==> config.mk <==
export PLATFORM = sky130hd
export DESIGN_NAME = wav_stream_to_stereo_frames
export DESIGN_NICKNAME = d
export VERILOG_FILES = /design/src/sv/wavs_pkg.sv /design/src/sv/wavs_parser.sv /design/src/sv/wavs_out_buf.sv /design/src/sv/wav_stream_to_stereo_frames.sv
export SDC_FILE = /design/constraint.sdc
export NUM_CORES = 1
export LEC_CHECK = 0
export BUFFER_PORTS_ARGS = -buffer_cell sky130_fd_sc_hd__clkbuf_2
export CORE_ASPECT_RATIO = 0.5
export CORE_MARGIN = 2
export CORE_UTILIZATION = 35
export CTS_CLUSTER_SIZE = 24
export DETAILED_ROUTE_END_ITERATION = 10
export GPL_ROUTABILITY_DRIVEN = 0
export RECOVER_POWER = 50
export REMOVE_ABC_BUFFERS = 1
export SYNTH_ARGS = -nofsm -noshare
export SYNTH_HDL_FRONTEND = slang
export SYNTH_SLANG_ARGS = --single-unit
==> constraint.sdc <==
create_clock -name clk_i -period 6.2 [get_ports clk_i]
set_input_delay 0.93 -clock clk_i [delete_from_list [all_inputs] [get_ports clk_i]]
set_output_delay 0.93 -clock clk_i [all_outputs]
set_load 0.01 [all_outputs]
==> src/sv/wavs_pkg.sv <==
// Shared word types for the WAV stream to stereo frame converter.
package wavs_pkg;

  // One input word: stream restart flag and the next stream byte.
  typedef struct packed {
    logic       start_stream;
    logic [7:0] data_byte;
  } wav_in_t;

  // One output word: a stereo frame with the format in force.
  typedef struct packed {
    logic signed [15:0] left_sample;
    logic signed [15:0] right_sample;
    logic [31:0]        sample_rate;
    logic [15:0]        channel_count;
  } wav_out_t;

endpackage

==> src/sv/wavs_parser.sv <==
// RIFF/WAVE header walker and PCM-to-frame assembler, one byte per step.
module wavs_parser
  import wavs_pkg::*;
#(
  parameter int unsigned HEADER_MAX = 256
) (
  input  logic     clk_i,
  input  logic     rst_ni,
  input  logic     step_i,
  input  wav_in_t  in_i,
  output logic     res_valid_o,
  output wav_out_t res_o
);

  localparam int unsigned PW = $clog2(HEADER_MAX + 1);
  localparam int unsigned SW = $clog2(HEADER_MAX + 2);

  localparam logic [2:0] PH_RIFF = 3'd0;
  localparam logic [2:0] PH_SIZE = 3'd1;
  localparam logic [2:0] PH_WAVE = 3'd2;
  localparam logic [2:0] PH_CHDR = 3'd3;
  localparam logic [2:0] PH_BODY = 3'd4;
  localparam logic [2:0] PH_PCM  = 3'd5;
  localparam logic [2:0] PH_DROP = 3'd6;

  // Tags held little-endian: byte n sits at bits [8n+7:8n].
  localparam logic [31:0] TAG_RIFF = 32'h4646_4952;
  localparam logic [31:0] TAG_WAVE = 32'h4556_4157;
  localparam logic [31:0] TAG_FMT  = 32'h2074_6D66;
  localparam logic [31:0] TAG_DATA = 32'h6174_6164;

  localparam logic [31:0] DEFAULT_RATE     = 32'd24000;
  localparam logic [15:0] DEFAULT_CHANNELS = 16'd1;

  logic [2:0]    phase_q, phase_d;
  logic [PW-1:0] pos_q, pos_d;
  logic [31:0]   size_q, size_d;
  logic [SW-1:0] skip_q, skip_d;
  logic [1:0]    match_q, match_d;   // bit 0: still fmt, bit 1: still data
  logic [47:0]   cap_q, cap_d;
  logic [31:0]   rate_q, rate_d;
  logic [15:0]   chan_q, chan_d;
  logic [7:0]    low_q, low_d;
  logic          have_low_q, have_low_d;
  logic [15:0]   held_q, held_d;
  logic          have_left_q, have_left_d;

  always_comb begin
    logic [7:0]    b;
    logic [PW-1:0] k;
    logic [2:0]    hi;
    logic [SW-1:0] bi;
    logic [31:0]   padded;
    logic [15:0]   s;

    b      = in_i.data_byte;
    k      = '0;
    hi     = '0;
    bi     = '0;
    padded = '0;
    s      = '0;

    phase_d     = phase_q;
    pos_d       = pos_q;
    size_d      = size_q;
    skip_d      = skip_q;
    match_d     = match_q;
    cap_d       = cap_q;
    rate_d      = rate_q;
    chan_d      = chan_q;
    low_d       = low_q;
    have_low_d  = have_low_q;
    held_d      = held_q;
    have_left_d = have_left_q;

    res_valid_o = 1'b0;
    res_o       = '0;

    // Restart: this byte is parsed against the reset state.
    if (step_i && in_i.start_stream) begin
      phase_d     = PH_RIFF;
      pos_d       = '0;
      size_d      = '0;
      skip_d      = '0;
      match_d     = '0;
      cap_d       = '0;
      rate_d      = DEFAULT_RATE;
      chan_d      = DEFAULT_CHANNELS;
      low_d       = '0;
      have_low_d  = 1'b0;
      held_d      = '0;
      have_left_d = 1'b0;
    end

    if (step_i && phase_d != PH_DROP) begin
      if (phase_d != PH_PCM) begin
        if (pos_d >= PW'(HEADER_MAX)) begin
          phase_d = PH_DROP;
        end else begin
          k     = pos_d;
          pos_d = k + PW'(1);
          case (phase_d)
            PH_RIFF: begin
              if (b != TAG_RIFF[{k[1:0], 3'b000} +: 8]) phase_d = PH_DROP;
              else if (k == PW'(3)) phase_d = PH_SIZE;
            end
            PH_SIZE: begin
              if (k == PW'(7)) phase_d = PH_WAVE;
            end
            PH_WAVE: begin
              if (b != TAG_WAVE[{k[1:0], 3'b000} +: 8]) begin
                phase_d = PH_DROP;
              end else if (k == PW'(11)) begin
                phase_d = PH_CHDR;
                skip_d  = '0;
              end
            end
            PH_CHDR: begin
              hi = skip_d[2:0];
              if (hi == 3'd0) begin
                size_d  = '0;
                match_d = 2'b11;
                cap_d   = '0;
              end
              if (!hi[2]) begin
                if (b != TAG_FMT[{hi[1:0], 3'b000} +: 8])  match_d[0] = 1'b0;
                if (b != TAG_DATA[{hi[1:0], 3'b000} +: 8]) match_d[1] = 1'b0;
              end else begin
                size_d[{hi[1:0], 3'b000} +: 8] = b;
              end
              if (hi != 3'd7) begin
                skip_d = SW'(hi) + SW'(1);
              end else if (match_d[1]) begin
                phase_d     = PH_PCM;
                have_low_d  = 1'b0;
                have_left_d = 1'b0;
              end else if (size_d > 32'(HEADER_MAX)) begin
                phase_d = PH_DROP;
              end else begin
                // Pad odd bodies to an even length.
                padded = size_d + {31'b0, size_d[0]};
                size_d = padded;
                if (padded == 32'd0) begin
                  phase_d = PH_CHDR;
                  skip_d  = '0;
                end else begin
                  skip_d  = padded[SW-1:0];
                  phase_d = PH_BODY;
                end
              end
            end
            PH_BODY: begin
              bi = size_d[SW-1:0] - skip_d;
              if (match_d[0] && bi >= SW'(2) && bi <= SW'(7)) begin
                cap_d[{3'(bi[2:0] - 3'd2), 3'b000} +: 8] = b;
              end
              if (match_d[0] && bi == SW'(15)) begin
                chan_d = cap_d[15:0];
                rate_d = cap_d[47:16];
              end
              skip_d = skip_d - SW'(1);
              if (skip_d == '0) phase_d = PH_CHDR;
            end
            default: begin
              phase_d = PH_DROP;
            end
          endcase
        end
      end else begin
        if (!have_low_d) begin
          low_d      = b;
          have_low_d = 1'b1;
        end else begin
          have_low_d = 1'b0;
          s          = {b, low_d};
          if (chan_d == 16'd2) begin
            if (!have_left_d) begin
              held_d      = s;
              have_left_d = 1'b1;
            end else begin
              have_left_d        = 1'b0;
              res_valid_o        = 1'b1;
              res_o.left_sample  = held_d;
              res_o.right_sample = s;
            end
          end else begin
            res_valid_o        = 1'b1;
            res_o.left_sample  = s;
            res_o.right_sample = s;
          end
          res_o.sample_rate   = rate_d;
          res_o.channel_count = chan_d;
        end
      end
    end
  end

  always_ff @(posedge clk_i or negedge rst_ni) begin
    if (!rst_ni) begin
      phase_q     <= PH_RIFF;
      pos_q       <= '0;
      size_q      <= '0;
      skip_q      <= '0;
      match_q     <= '0;
      cap_q       <= '0;
      rate_q      <= DEFAULT_RATE;
      chan_q      <= DEFAULT_CHANNELS;
      low_q       <= '0;
      have_low_q  <= 1'b0;
      held_q      <= '0;
      have_left_q <= 1'b0;
    end else begin
      phase_q     <= phase_d;
      pos_q       <= pos_d;
      size_q      <= size_d;
      skip_q      <= skip_d;
      match_q     <= match_d;
      cap_q       <= cap_d;
      rate_q      <= rate_d;
      chan_q      <= chan_d;
      low_q       <= low_d;
      have_low_q  <= have_low_d;
      held_q      <= held_d;
      have_left_q <= have_left_d;
    end
  end

endmodule

==> src/sv/wavs_out_buf.sv <==
// Two-word output buffer holding finished frames until the consumer takes them.
module wavs_out_buf
  import wavs_pkg::*;
(
  input  logic       clk_i,
  input  logic       rst_ni,
  input  logic       push_i,
  input  wav_out_t   push_data_i,
  output logic       valid_o,
  input  logic       ready_i,
  output wav_out_t   data_o,
  output logic [1:0] level_o
);

  logic [1:0] level_q, level_d;
  wav_out_t   head_q, head_d;
  wav_out_t   tail_q, tail_d;
  logic       pop;
  logic [1:0] after_pop;

  assign valid_o = (level_q != 2'd0);
  assign data_o  = head_q;
  assign level_o = level_q;
  assign pop     = valid_o && ready_i;

  always_comb begin
    head_d    = head_q;
    tail_d    = tail_q;
    after_pop = level_q - {1'b0, pop};
    // Advance the tail word into the head on a pop.
    if (pop) head_d = tail_q;
    if (push_i) begin
      if (after_pop == 2'd0) head_d = push_data_i;
      else tail_d = push_data_i;
    end
    level_d = after_pop + {1'b0, push_i};
  end

  always_ff @(posedge clk_i or negedge rst_ni) begin
    if (!rst_ni) begin
      level_q <= '0;
    end else begin
      level_q <= level_d;
    end
  end

  always_ff @(posedge clk_i) begin
    head_q <= head_d;
    tail_q <= tail_d;
  end

endmodule

==> src/sv/wav_stream_to_stereo_frames.sv <==
// Top level: WAV byte stream in, 16-bit stereo frames out.
// Takes one stream byte per cycle while in_ready_o is high. The byte is
// parsed in the cycle it is accepted and any frame it completes is written
// into a two-word output buffer that presents it once older words are taken.
// in_ready_o is low only while both buffer words are full; a consumer that
// takes a word every cycle never stalls the byte side. Raising start_stream
// with a byte restarts the parser and restores 24000 Hz mono. Headers longer
// than HEADER_MAX bytes, non-data chunks larger than HEADER_MAX, or bad
// RIFF/WAVE tags drop the rest of the stream. No clearing pass after reset.
module wav_stream_to_stereo_frames
  import wavs_pkg::*;
#(
  parameter int unsigned HEADER_MAX = 256
) (
  input  logic     clk_i,
  input  logic     rst_ni,
  input  logic     in_valid_i,
  output logic     in_ready_o,
  input  wav_in_t  in_data_i,
  output logic     out_valid_o,
  input  logic     out_ready_i,
  output wav_out_t out_data_o
);

  logic       step;
  logic       res_valid;
  wav_out_t   res;
  logic [1:0] level;

  assign in_ready_o = (level != 2'd2);
  assign step       = in_valid_i && in_ready_o;

  wavs_parser #(
    .HEADER_MAX(HEADER_MAX)
  ) u_parser (
    .clk_i      (clk_i),
    .rst_ni     (rst_ni),
    .step_i     (step),
    .in_i       (in_data_i),
    .res_valid_o(res_valid),
    .res_o      (res)
  );

  wavs_out_buf u_out_buf (
    .clk_i      (clk_i),
    .rst_ni     (rst_ni),
    .push_i     (res_valid),
    .push_data_i(res),
    .valid_o    (out_valid_o),
    .ready_i    (out_ready_i),
    .data_o     (out_data_o),
    .level_o    (level)
  );

  a_level_bound: assert property (@(posedge clk_i) disable iff (!rst_ni)
    level != 2'd3)
    else $error("output buffer level out of range");

  a_frame_needs_word: assert property (@(posedge clk_i) disable iff (!rst_ni)
    res_valid |-> step)
    else $error("frame produced without an accepted word");

  a_restart_no_frame: assert property (@(posedge clk_i) disable iff (!rst_ni)
    step && in_data_i.start_stream |-> !res_valid)
    else $error("frame produced by a restart word");

  a_mono_duplicate: assert property (@(posedge clk_i) disable iff (!rst_ni)
    out_valid_o && out_data_o.channel_count != 16'd2 |->
      out_data_o.left_sample == out_data_o.right_sample)
    else $error("non-stereo frame with differing sides");

endmodule

==> summary.md <==
| Metric | Value |
|---|---|
| Power Density | `371.4 mW/mm^2` |
| Antenna Nets Post-Route | `0` |
| Wirelength per Cell | `19.16 um` |
| Max-cap violations | `2` |
| Main synth FF type | `dfrtp_1` |
| Asr flop ratio synth | `0.5280` |
| CTS root buf | `clkbuf_16` |
| Die ar. | `0.05198 sq mm` |
| Synthesized instance count | `1872` |
| Post-synth EDFFs | `80` |
| Most common cell after layout, fill and taps aside | `nand2_1` |
| Setup CP Type | `flop to flop` |
| Cell Rows | `57` |
| Synth Area per Inst | `9.361 sq um` |
| Worst Path Buf+Inv | `2` |
| Non-filler cells, final | `2604` |
| Detailed Place HPWL | `32860 um` |
| Post_cts resized | `0` |
| Remaining DRCs | `0` |
| Port bufs | `94` |
| Leak pwr | `8.162 nW` |
| Most frequent cells in the layout | `nand2_1 (338), dfrtp_1 (171), o21ai_0 (148)` |
| First-pass GRT wire length | `78600 um` |
| Die Wd | `320.4 um` |
| Max Fclk | `179.3 MHz` |
| # setup viols final | `0` |
| Hold Buf Count CTS | `0` |
| RSZ-0062 raised after global routing | `no` |
| Crit-path max cell delay | `1230 ps` |
| Worst Path Required | `6680 ps` |
| Final net count | `1982` |
| Synth-to-layout area growth | `12.85%` |
| Initial DRC count | `1459` |
| WHS | `492.6 ps` |
| Share of layout cells above drive strength 1 | `0.07877` |
| Maximum fanout along the worst path | `75` |
| Slowest-stage cell, CP | `clkbuf_2` |
| Drt first pass iters | `7` |
| Final worst path period share | `0.8997` |
| Total CTS buffers | `35` |
| Status | `finished with violations` |
| Worst Hold Class | `flop to flop` |
| Yosys warnings | `0` |
| Critical Path End Type | `flop` |
| Worst-Margin Slew | `2368 ps` |
| Distinct cells, synth | `88` |
| Drt via density | `5.553` |
| Period minus WS final | `5578 ps` |
| Worst vdd ir | `0.0001691 V` |
| Failing checks | `capacitance limit, slew limit` |
| Initial antenna violation count | `1` |
| Mapped Area | `0.01752 sq mm` |
| Routed WL | `49890 um` |
| Seq/Total Area, Yosys | `0.4847` |
| IO Pins | `95` |
| Clk buf depth | `3` |
| Die height | `162.2 um` |
| Critical-path cell list | `and2b_4 > inv_1 > nand2_4 > clkbuf_2 > nand2_1 > ha_1 > or3_1 > o21ai_0 > a21oi_1 > xor2_1 > nor4_1 > or4b_1 > nor2_1 > a22o_1` |
| Overflow after GRT | `0` |
| CTS Sinks | `339` |
| Largest net degree at the start of global routing | `161` |
| Initial Util | `0.3576` |
| Worst Skew | `17.06 ps` |
| H-tree Lvls | `2` |
| Worst-Skew Late Latency | `550 ps` |
| Setup crit start kind | `flop` |
| Yosys reg bits | `339` |
| CTS tree | `done` |
| Number of global-route vias before repair | `13770` |
| Core ar. | `0.04900 sq mm` |
| Total global-route track usage | `0.1893` |
| Crit path arrival time | `6060 ps` |
| Final hold vios | `0` |
| Inserted Diodes | `0` |
| Number of setup buffers added after CTS | `0` |
| CTS clk-pin slew, worst paths | `60 ps` |
| TNS Setup | `0 ps` |
| Rel. slew slack | `-0.5788` |
| Delay-heaviest family, CP | `simple AND/OR/NAND/NOR gates` |
| Cells after DPL | `2541` |
| Pins Over Slew Limit | `131` |
| Vias | `14460` |
==> where the power goes <==
part	internal (mW)	total (mW)	leakage (nW)	switching, mW
registers	2.59	2.82	3.95	0.230
logic	0.849	2.43	3.67	1.58
clock network	1.19	2.10	0.548	0.904
total	4.63	7.34	8.16	2.71
==> worst reg2reg max path, stage by stage (launching register included) <==
cell and delay [ps]:
dfrtp_1 380, and2b_4 530, inv_1 170, nand2_4 100, clkbuf_2 1230, nand2_1 510, ha_1 390, or3_1 370
o21ai_0 80, a21oi_1 80, xor2_1 190, nor4_1 300, or4b_1 520, nor2_1 430, a22o_1 230
==> path summary, 6_finish.rpt <==
path,end,from,cells after the start,slack [ps]
worst min-delay path,u_parser.cap_q[15]$_DFF_PN0_,u_parser.cap_q[15]$_DFF_PN0_,1,490
min in group asynchronous,u_parser.chan_q[12]$_DFF_PN0_,rst_ni,1,590
worst max register to register,u_parser.cap_q[32]$_DFF_PN0_,u_out_buf.level_o[0]$_DFF_PN0_,14,620
worst min register to register,u_parser.cap_q[15]$_DFF_PN0_,u_parser.cap_q[15]$_DFF_PN0_,1,490
max in group asynchronous,u_parser.low_q[4]$_DFF_PN0_,rst_ni,2,4120
worst max-delay path,u_parser.cap_q[32]$_DFF_PN0_,u_out_buf.level_o[0]$_DFF_PN0_,14,620
==> cells by family (layout without fill, tap and decap cells) <==
logic type / after synthesis / after routing / synth area share
DFF: 339 / 339 / 0.4847
xor gates and xnor gates: 46 / 46 / 0.02299
AOI/OAI and AO/OA: 439 / 439 / 0.1611
muxes: 97 / 97 / 0.05577
buffers and inverters: 165 / 248 / 0.03799
and+or+nand+nor: 746 / 746 / 0.2085
adders and majority gates: 40 / 40 / 0.02899
==> registers in the layout, summed over array words and instances (netlist names) <==
register,flops
u_parser.have_low_q,1
u_parser.low_q,8
u_out_buf.data_o,80
u_parser.pos_q,9
u_out_buf.tail_q,80
u_parser.size_q,32
u_out_buf.level_o,2
u_parser.held_q,16
u_parser.rate_q,32
u_parser.phase_q,3
u_parser.skip_q,9
u_parser.match_q,2
u_parser.cap_q,48
u_parser.have_left_q,1
u_parser.chan_q,16
==> routing by layer <==
layer | GRT usage | wire length [um]
met1 | 0.2697 | 23230
met3 | 0.03142 | 3109
met2 | 0.2968 | 22400
met4 | 0.05463 | 1151
met5 | 0 | 0
==> Yosys cell counts, drive strengths merged (9+ instances only) <==
master	instances	area share
a211oi	14	0.0060
a21oi	89	0.025
a22o	47	0.023
a31oi	24	0.0089
a32o	9	0.0051
a32oi	9	0.0045
and2	88	0.032
and3	12	0.0043
buf	25	0.0080
clkbuf	106	0.023
dfrtp	171	0.24
dfxtp	80	0.091
edfxtp	80	0.14
ha	39	0.028
inv	34	0.0073
mux2i	92	0.053
nand2	340	0.073
nand3	104	0.030
nand4	21	0.0075
nor2	58	0.012
nor3	44	0.013
nor4	17	0.0073
o211ai	9	0.0039
o21ai	162	0.046
or3	9	0.0035
xnor2	24	0.012
xor2	22	0.011
==> area by class of cell <==
cell class,instances,area (sq um)
multi-input cells,1368,8394
well taps,649,812.0
flip-flops and latches,339,8493
clock inverters,13,108.9
fillers,4807,29220
repair buffers,151,824.5
clock buffers,50,1015
inverters,34,127.6
==> metrics by stage <==
stage / util / setup WS, ps / area, sq um / power (mW)
2_1_floorplan: - / -4670 / 16990 / 4.410
3_3_place_gp: 0.3833 / 798.2 / 18780 / 5.307
3_5_place_dp: 0.3833 / 571.0 / 18780 / 5.342
4_1_cts: 0.4063 / 1068 / 19910 / 7.445
5_1_grt: 0.4036 / 312.7 / 19780 / 7.756
6_report: 0.4036 / 621.7 / 19780 / 7.345
(Power assumes the default switching activity.)
